==> src/rtl/keccak_p200_x4_permutation_top_assert.svh <==
// assertion macros for the four-way keccak-p[200] permutation
// expects clk_i and rst_ni in the scope of use
`ifndef KECCAK_P200_X4_PERMUTATION_TOP_ASSERT_SVH
`define KECCAK_P200_X4_PERMUTATION_TOP_ASSERT_SVH

// property holds at every edge outside reset
`define KP_ASSERT(lbl, prop, msg) \
  lbl: assert property (@(posedge clk_i) disable iff (!rst_ni) prop) else $error(msg);

// condition never seen outside reset
`define KP_ASSERT_NEVER(lbl, cond, msg) \
  `KP_ASSERT(lbl, !(cond), msg)

`endif

==> src/rtl/kp200x4_pkg.sv <==
`timescale 1ns / 1ps
// types, constants and round function of the four-way keccak-p[200] permutation
// no dependencies
package kp200x4_pkg;

  localparam int unsigned NLanes    = 25;
  localparam int unsigned WordW     = 32;
  localparam int unsigned MaxRounds = 18;
  localparam int unsigned Rounds    = 18;
  localparam int unsigned CntW      = 5;
  localparam int unsigned RcW       = 5;

  localparam logic [CntW-1:0] LastLane  = CntW'(NLanes - 1);
  localparam logic [CntW-1:0] LastRound = CntW'(Rounds - 1);
  localparam logic [RcW-1:0]  RcBase    = RcW'(MaxRounds - Rounds);

  typedef logic [WordW-1:0]            word_t;
  typedef logic [NLanes-1:0][WordW-1:0] lanes_t;

  typedef enum logic [1:0] {
    ST_LOAD,
    ST_RUN,
    ST_EMIT
  } ctrl_state_e;

  typedef struct packed {
    logic           load;
    logic           round;
    logic           emit;
    logic [RcW-1:0] rc_idx;
  } ctrl_cmd_t;

  // rho offsets in lane bits
  localparam logic [2:0] RhoTab [NLanes] = '{
    3'd0, 3'd1, 3'd6, 3'd4, 3'd3, 3'd4, 3'd4, 3'd6, 3'd7, 3'd4, 3'd3, 3'd2, 3'd3,
    3'd1, 3'd7, 3'd1, 3'd5, 3'd7, 3'd5, 3'd0, 3'd2, 3'd2, 3'd5, 3'd0, 3'd6
  };

  function automatic word_t iota_const(logic [RcW-1:0] idx);
    word_t rc;
    case (idx)
      5'd0:    rc = 32'h0000000f;
      5'd1:    rc = 32'hf00000f0;
      5'd2:    rc = 32'hf000f0f0;
      5'd3:    rc = 32'h00000000;
      5'd4:    rc = 32'hf000f0ff;
      5'd5:    rc = 32'h0000000f;
      5'd6:    rc = 32'hf000000f;
      5'd7:    rc = 32'h0000f00f;
      5'd8:    rc = 32'hf000f0f0;
      5'd9:    rc = 32'hf000f000;
      5'd10:   rc = 32'h0000f00f;
      5'd11:   rc = 32'h0000f0f0;
      5'd12:   rc = 32'hf000f0ff;
      5'd13:   rc = 32'hf000f0ff;
      5'd14:   rc = 32'hf000f00f;
      5'd15:   rc = 32'h000000ff;
      5'd16:   rc = 32'h000000f0;
      5'd17:   rc = 32'hf0000000;
      default: rc = 32'h00000000;
    endcase
    return rc;
  endfunction

  // lane rotation by r bits is a word rotation by 4r
  function automatic word_t rotl_lane(word_t v, logic [2:0] r);
    logic [2*WordW-1:0] t;
    t = {v, v} << {r, 2'b00};
    return t[2*WordW-1:WordW];
  endfunction

  function automatic lanes_t kp_round(lanes_t a, word_t rc);
    word_t  c [5];
    word_t  d [5];
    lanes_t e;
    lanes_t b;
    lanes_t r;
    for (int x = 0; x < 5; x++) begin
      c[x] = a[x] ^ a[x+5] ^ a[x+10] ^ a[x+15] ^ a[x+20];
    end
    for (int x = 0; x < 5; x++) begin
      d[x] = rotl_lane(c[(x+1)%5], 3'd1) ^ c[(x+4)%5];
    end
    for (int i = 0; i < 25; i++) begin
      e[i] = a[i] ^ d[i%5];
    end
    for (int y = 0; y < 5; y++) begin
      for (int x = 0; x < 5; x++) begin
        b[y + 5*((2*x + 3*y) % 5)] = rotl_lane(e[x + 5*y], RhoTab[x + 5*y]);
      end
    end
    for (int y = 0; y < 5; y++) begin
      for (int x = 0; x < 5; x++) begin
        r[x + 5*y] = b[x + 5*y] ^ (~b[(x+1)%5 + 5*y] & b[(x+2)%5 + 5*y]);
      end
    end
    r[0] = r[0] ^ rc;
    return r;
  endfunction

endpackage

==> src/rtl/kp200x4_in_if.sv <==
`timescale 1ns / 1ps
// input channel: one lane word per transfer
// depends on kp200x4_pkg
interface kp200x4_in_if;
  import kp200x4_pkg::*;

  logic  valid;
  logic  ready;
  word_t lane_word;

  modport source (output valid, output lane_word, input ready);
  modport sink   (input valid, input lane_word, output ready);
endinterface

==> src/rtl/kp200x4_out_if.sv <==
`timescale 1ns / 1ps
// output channel: one permuted lane word per transfer with last flag
// depends on kp200x4_pkg
interface kp200x4_out_if;
  import kp200x4_pkg::*;

  logic  valid;
  logic  ready;
  word_t lane_result;
  logic  last_lane;

  modport source (output valid, output lane_result, output last_lane, input ready);
  modport sink   (input valid, input lane_result, input last_lane, output ready);
endinterface

==> src/rtl/kp200x4_dpath.sv <==
`timescale 1ns / 1ps
// datapath: 25-word state shift line and one-round-per-cycle permutation unit
// depends on kp200x4_pkg
module kp200x4_dpath (
  input  logic                   clk_i,
  input  kp200x4_pkg::ctrl_cmd_t cmd_i,
  input  kp200x4_pkg::word_t     lane_word_i,
  output kp200x4_pkg::word_t     lane_result_o
);
  import kp200x4_pkg::*;

  lanes_t lanes_q;
  lanes_t lanes_d;

  always_comb begin
    lanes_d = lanes_q;
    if (cmd_i.load) begin
      lanes_d = {lane_word_i, lanes_q[NLanes-1:1]};
    end else if (cmd_i.round) begin
      lanes_d = kp_round(lanes_q, iota_const(cmd_i.rc_idx));
    end else if (cmd_i.emit) begin
      lanes_d = {lanes_q[0], lanes_q[NLanes-1:1]};
    end
  end

  always_ff @(posedge clk_i) begin
    lanes_q <= lanes_d;
  end

  assign lane_result_o = lanes_q[0];
endmodule

==> src/rtl/kp200x4_ctrl.sv <==
`timescale 1ns / 1ps
// controller: load, round and emit sequencing with one shared beat counter
// depends on kp200x4_pkg
module kp200x4_ctrl (
  input  logic                   clk_i,
  input  logic                   rst_ni,
  input  logic                   in_valid_i,
  output logic                   in_ready_o,
  output logic                   out_valid_o,
  input  logic                   out_ready_i,
  output logic                   last_lane_o,
  output kp200x4_pkg::ctrl_cmd_t cmd_o
);
  import kp200x4_pkg::*;

  ctrl_state_e     state_q, state_d;
  logic [CntW-1:0] cnt_q, cnt_d;

  always_ff @(posedge clk_i or negedge rst_ni) begin
    if (!rst_ni) begin
      state_q <= ST_LOAD;
      cnt_q   <= '0;
    end else begin
      state_q <= state_d;
      cnt_q   <= cnt_d;
    end
  end

  always_comb begin
    state_d      = state_q;
    cnt_d        = cnt_q;
    in_ready_o   = 1'b0;
    out_valid_o  = 1'b0;
    last_lane_o  = 1'b0;
    cmd_o        = '0;
    cmd_o.rc_idx = cnt_q + RcBase;
    unique case (state_q)
      ST_LOAD: begin
        in_ready_o = 1'b1;
        if (in_valid_i) begin
          cmd_o.load = 1'b1;
          if (cnt_q == LastLane) begin
            state_d = ST_RUN;
            cnt_d   = '0;
          end else begin
            cnt_d = cnt_q + 1'b1;
          end
        end
      end
      ST_RUN: begin
        cmd_o.round = 1'b1;
        if (cnt_q == LastRound) begin
          state_d = ST_EMIT;
          cnt_d   = '0;
        end else begin
          cnt_d = cnt_q + 1'b1;
        end
      end
      ST_EMIT: begin
        out_valid_o = 1'b1;
        last_lane_o = (cnt_q == LastLane);
        if (out_ready_i) begin
          cmd_o.emit = 1'b1;
          if (cnt_q == LastLane) begin
            state_d = ST_LOAD;
            cnt_d   = '0;
          end else begin
            cnt_d = cnt_q + 1'b1;
          end
        end
      end
      default: begin
        state_d = ST_LOAD;
        cnt_d   = '0;
      end
    endcase
  end
endmodule

==> src/rtl/keccak_p200_x4_permutation_top.sv <==
`timescale 1ns / 1ps
// four-way bit-interleaved keccak-p[200] permutation, 25 words in, 25 words out
// after the 25th input word the rounds run, then one output word per cycle while out_o.ready is high
// a new batch is loaded only after all 25 words of the last one are emitted
// the single state register and its one-round unit are shared by all three phases
// async active-low reset returns the controller to loading with an empty count
module keccak_p200_x4_permutation_top (
  input  logic clk_i,
  input  logic rst_ni,
  kp200x4_in_if.sink    in_i,
  kp200x4_out_if.source out_o
);
  import kp200x4_pkg::*;

  ctrl_cmd_t cmd;

  kp200x4_ctrl u_ctrl (
    .clk_i       (clk_i),
    .rst_ni      (rst_ni),
    .in_valid_i  (in_i.valid),
    .in_ready_o  (in_i.ready),
    .out_valid_o (out_o.valid),
    .out_ready_i (out_o.ready),
    .last_lane_o (out_o.last_lane),
    .cmd_o       (cmd)
  );

  kp200x4_dpath u_dpath (
    .clk_i         (clk_i),
    .cmd_i         (cmd),
    .lane_word_i   (in_i.lane_word),
    .lane_result_o (out_o.lane_result)
  );

`include "keccak_p200_x4_permutation_top_assert.svh"

  `KP_ASSERT_NEVER(a_load_emit_excl, in_i.ready && out_o.valid, "load and emit overlap")
  `KP_ASSERT(a_last_to_load, out_o.valid && out_o.ready && out_o.last_lane |=> in_i.ready, "no reload after last word")
  `KP_ASSERT(a_emit_after_run, $rose(out_o.valid) |-> !$past(in_i.ready), "emit without rounds")
  `KP_ASSERT_NEVER(a_cmd_onehot, !$onehot0({cmd.load, cmd.round, cmd.emit}), "conflicting datapath commands")
endmodule

==> src/flat_wrapper.sv <==
// flat-port wrapper written by rule: the top's interface ports become plain ports
module keccak_p200_x4_permutation_top_flat import kp200x4_pkg::*;
  (clk_i, rst_ni, in_i_valid, in_i_lane_word, in_i_ready, out_o_valid, out_o_lane_result, out_o_last_lane, out_o_ready);
  kp200x4_in_if in_i_i ();
  kp200x4_out_if out_o_i ();
  input  logic clk_i;
  input  logic rst_ni;
  input wire logic [$bits(in_i_i.valid)-1:0] in_i_valid;
  input wire logic [$bits(in_i_i.lane_word)-1:0] in_i_lane_word;
  output wire logic [$bits(in_i_i.ready)-1:0] in_i_ready;
  output wire logic [$bits(out_o_i.valid)-1:0] out_o_valid;
  output wire logic [$bits(out_o_i.lane_result)-1:0] out_o_lane_result;
  output wire logic [$bits(out_o_i.last_lane)-1:0] out_o_last_lane;
  input wire logic [$bits(out_o_i.ready)-1:0] out_o_ready;
  assign in_i_i.valid = in_i_valid;
  assign in_i_i.lane_word = in_i_lane_word;
  assign in_i_ready = in_i_i.ready;
  assign out_o_valid = out_o_i.valid;
  assign out_o_lane_result = out_o_i.lane_result;
  assign out_o_last_lane = out_o_i.last_lane;
  assign out_o_i.ready = out_o_ready;
  keccak_p200_x4_permutation_top u_core (.clk_i(clk_i), .rst_ni(rst_ni), .in_i(in_i_i), .out_o(out_o_i));
endmodule
==> config.mk <==
export PLATFORM = sky130hd
export DESIGN_NAME = keccak_p200_x4_permutation_top_flat
export DESIGN_NICKNAME = d
export VERILOG_FILES = /design/src/rtl/kp200x4_pkg.sv /design/src/rtl/kp200x4_in_if.sv /design/src/rtl/kp200x4_out_if.sv /design/src/rtl/kp200x4_dpath.sv /design/src/rtl/kp200x4_ctrl.sv /design/src/rtl/keccak_p200_x4_permutation_top.sv /design/src/flat_wrapper.sv
export VERILOG_INCLUDE_DIRS = /design/src /design/src/rtl
export SDC_FILE = /design/constraint.sdc
export NUM_CORES = 2
export LEC_CHECK = 0
export BUFFER_PORTS_ARGS = -buffer_cell sky130_fd_sc_hd__buf_2
export CORE_MARGIN = 2
export CORE_UTILIZATION = 51
export DETAILED_ROUTE_END_ITERATION = 8
export PLACE_DENSITY = 0.79
export REMOVE_ABC_BUFFERS = 1
export SLEW_MARGIN = 20
export SYNTH_ARGS = -nofsm -noshare
export SYNTH_HDL_FRONTEND = slang
export SYNTH_SLANG_ARGS = --single-unit
==> constraint.sdc <==
create_clock -name clk_i -period 53.9 [get_ports clk_i]
set_input_delay 8.085 -clock clk_i [delete_from_list [all_inputs] [get_ports clk_i]]
set_output_delay 8.085 -clock clk_i [all_outputs]
set_load 0.01 [all_outputs]
==> results.sh <==
export IMPL_pin_count=71
export IMPL_gp_congestion=0.962
export IMPL_grt_use_total_pct=26.7
export IMPL_area_delta_synth_final_pct=7.36
export IMPL_initial_standard_cell_utilization_of_the_core_pct=51.4
export IMPL_clock_fmax_mhz=81.9
export IMPL_die_w_um=379
export IMPL_timing_hold_worst_endpoint="u_core.u_dpath.lanes_q[206]$_DFFE_PP_"
export IMPL_max_cap_violations=0
export IMPL_htree_num_levels=3
export IMPL_layout_drive_gt1_share_pct=7.29
export IMPL_rows=137
export IMPL_timing_critical_path_slowest_cell_delay_ns=0.89
export IMPL_worstReg2RegStart="u_core.u_ctrl.state_q[1]$_DFFE_PN0P_"
export IMPL_synthTopCellsByArea="edfxtp_1 33%, xnor3_1 29%, xnor2_1 11%"
export IMPL_grt_setup_unrepaired="no"
export IMPL_worstHoldPathType="reg -> reg"
export IMPL_synth_top_area_share_pct=33.5
export IMPL_clock_latency_ns=0.73
export IMPL_path_cells="buf_2, nor2_1, o21ai_4, buf_4, buf_4, buf_4, buf_4"
export IMPL_synth_cell_types=38
export IMPL_crit_path_max_fanout=73
export IMPL_cts_post_setup_buffers_inserted=0
export IMPL_timing_critical_path_arrival_ns=12.54
export IMPL_die_h_um=379
export IMPL_cts_buffers=100
export IMPL_drt_drc_violations_left=0
export IMPL_dp_hpwl_um=141000
export IMPL_layout_cells_most_common="xnor2_1"
export IMPL_timing_final_crit_period_ns=12.21
export IMPL_endpoints_failing_setup=0
export IMPL_nNetsFinal=5642
export IMPL_wire_per_inst_um=25.4
export IMPL_cts_resized=0
export IMPL_worst_max_slew_margin_expressed_relative_to_the_limit_pct=28.3
export IMPL_worst_endpoint_required_ns=54.23
export IMPL_number_of_inserted_filler_cells_in_the_final_layout=11200
export IMPL_total_wirelength_um=192000
export IMPL_ys_seq_elements=807
export IMPL_grt_pass1_wl_um=282000
export IMPL_hold_violations=0
export IMPL_mostFrequentLayoutCells="929 x xnor2_1, 910 x xnor3_1, 822 x nand2_1, 800 x edfxtp_1, 795 x o21ai_1"
export IMPL_critical_path_reg2reg_endpoint="u_core.u_dpath.lanes_q[795]$_DFFE_PP_"
export IMPL_cts_hold_buffers_added=0
export IMPL_grt_antenna_before_repair=4
export IMPL_final_min_period_over_clock_period_pct=22.6
export IMPL_synthCells=5623
export IMPL_cts_sinks=807
export IMPL_die_area_mm2=0.144
export IMPL_max_slew_worst_pin_slew_ns=1.08
export IMPL_placeableCoreArea_mm2=0.140
export IMPL_fin_setup_tns_ns=0
export IMPL_netlist_area_mm2=0.0717
export IMPL_clk_root_buffer_cell="clkbuf_16"
export IMPL_grt_max_degree=251
export IMPL_drt_iter0_drc=5823
export IMPL_hold_depth=2
export IMPL_detail_route_vias_per_cell=5.77
export IMPL_drt_pre_antenna_iters=6
export IMPL_grt_pass1_vias=41500
export IMPL_yosysWarnings=0
export IMPL_crit_slowest_cell="buf_4"
export IMPL_synth_area_leader_cell="edfxtp_1"
export IMPL_outcome="finished clean"
export IMPL_ff2ff_path_depth=10
export IMPL_port_buffers=70
export IMPL_cts_path_max_buffers=3
export IMPL_grt_overflow_total=0
export IMPL_cts_tree="yes"
export IMPL_synthesis_area_per_instance_um2=12.8
export IMPL_sequential_fraction_of_the_synthesis_area_pct=33.7
export IMPL_crit_path_capture_type="flip-flop"
export IMPL_worstHoldStart="u_core.u_dpath.lanes_q[238]$_DFFE_PP_"
export IMPL_num_vias=43600
export IMPL_path_clk_slew_ns=0.07
export IMPL_worst_path_most_repeated_cell="buf_4"
export IMPL_timing_setup_critical_path_class="in -> reg"
export IMPL_ff2ff_setup_slack_ns=46.88
export IMPL_fin_worst_skew_ns=0.0412
export IMPL_postRouteAntennaNets=0
export IMPL_type_of_origin_of_the_critical_path="input pin"
export IMPL_maxSlewViolCount=0
==> sequential cells by signal (all words and copies together), names as in the netlist <==
signal / count
u_core.u_ctrl.cnt_q: 5
u_core.u_ctrl.state_q: 2
u_core.u_dpath.lane_result_o: 32
u_core.u_dpath.lanes_q: 768
==> worst max path at each step <==
| stage | startpoint | endpoint |
|---|---|---|
| final | in_i_valid | u_core.u_dpath.lanes_q[635]$_DFFE_PP_ |
| after global routing | in_i_valid | u_core.u_dpath.lanes_q[607]$_DFFE_PP_ |
| after CTS | in_i_valid | u_core.u_dpath.lanes_q[379]$_DFFE_PP_ |
| after detailed placement | in_i_valid | u_core.u_dpath.lanes_q[379]$_DFFE_PP_ |
| after global placement | in_i_valid | u_core.u_dpath.lanes_q[379]$_DFFE_PP_ |
| after floorplan | in_i_valid | u_core.u_dpath.lane_result_o[0]$_DFFE_PP_ |
==> area by class of cell <==
class	instances	area, um2	share of cell area, %
Antenna cell	1	2.50	0.00325
Tap cell	1876	2350	3.05
Inverter	5	18.8	0.0244
Multi-Input combinational cell	4589	46600	60.5
Sequential cell	807	24200	31.4
Timing Repair Buffer	98	598	0.777
Clock inverter	48	544	0.707
Clock buffer	135	2710	3.51
==> through the flow <==
step / area [um2] / instances / setup slack, ns / hold WS (ns) / util [%]
finish: 77000 / 7559 / 41.69 / 0.588 / 55.2
floorplan: 70800 / 5401 / -12.87 / 0.521 / -
CTS: 77000 / 7558 / 41.74 / 0.597 / 55.2
global route: 77000 / 7558 / 41.42 / 0.642 / 55.2
global placement: 73800 / 7375 / 41.09 / 0.569 / 52.9
detailed placement: 73800 / 7375 / 41.01 / 0.590 / 52.9
==> logic make-up (layout without fill, tap and decap cells) <==
group	count (synthesis)	count (layout)	share of synthesized area (%)
other cells	0	1	0
simple gates	1634	1634	11.2
fa+ha+maj	5	5	0.0872
xor+xnor	2097	2097	47.6
mux	1	1	0.0157
compound gates	852	852	6.00
flops	807	807	33.7
buf+inv	227	286	1.36
==> cells in the mapped netlist <==
| library cell | count |
|---|---|
| a21oi_1 | 32 |
| xnor2_4 | 116 |
| nand3_1 | 3 |
| o2bb2ai_1 | 1 |
| a2bb2oi_1 | 1 |
| nor2b_1 | 55 |
| o31ai_1 | 3 |
| nand2b_1 | 661 |
| o2111ai_1 | 1 |
| ha_1 | 5 |
| and3_1 | 31 |
| xnor2_2 | 44 |
| xnor2_1 | 929 |
| or2_2 | 1 |
| xnor3_2 | 4 |
| xor3_4 | 4 |
| buf_4 | 32 |
| nand3b_1 | 1 |
| o211ai_1 | 1 |
| inv_1 | 5 |
| and2_1 | 2 |
| mux2_2 | 1 |
| xor3_1 | 42 |
| nor3_1 | 2 |
| clkbuf_1 | 188 |
| o21ai_1 | 795 |
| xor2_1 | 48 |
| nor2_1 | 54 |
| edfxtp_1 | 800 |
| o21ai_0 | 12 |
| nand2_1 | 823 |
| xnor3_1 | 910 |
| buf_2 | 2 |
| or3_1 | 1 |
| a2111o_1 | 1 |
| dfrtp_1 | 7 |
| a22oi_1 | 2 |
| a211oi_1 | 3 |
==> layer usage <==
layer	vias up	GRT usage, %	part of all wire (%)
met2	2316	41.0	45
met4	4	8.14	3.0
met5	-	0	0.011
met1	21500	38.4	41
met3	300	5.46	11
li1	19500	-	-
==> critical path, delay by kind of cell <==
family,cells,cell delay [ns]
compound gates,1,0.68
buf+inv,5,3.47
simple gates,1,0.08
Power is not shown: default switching activity piles up to over one toggle a cycle in this logic, so the estimate is an artifact.
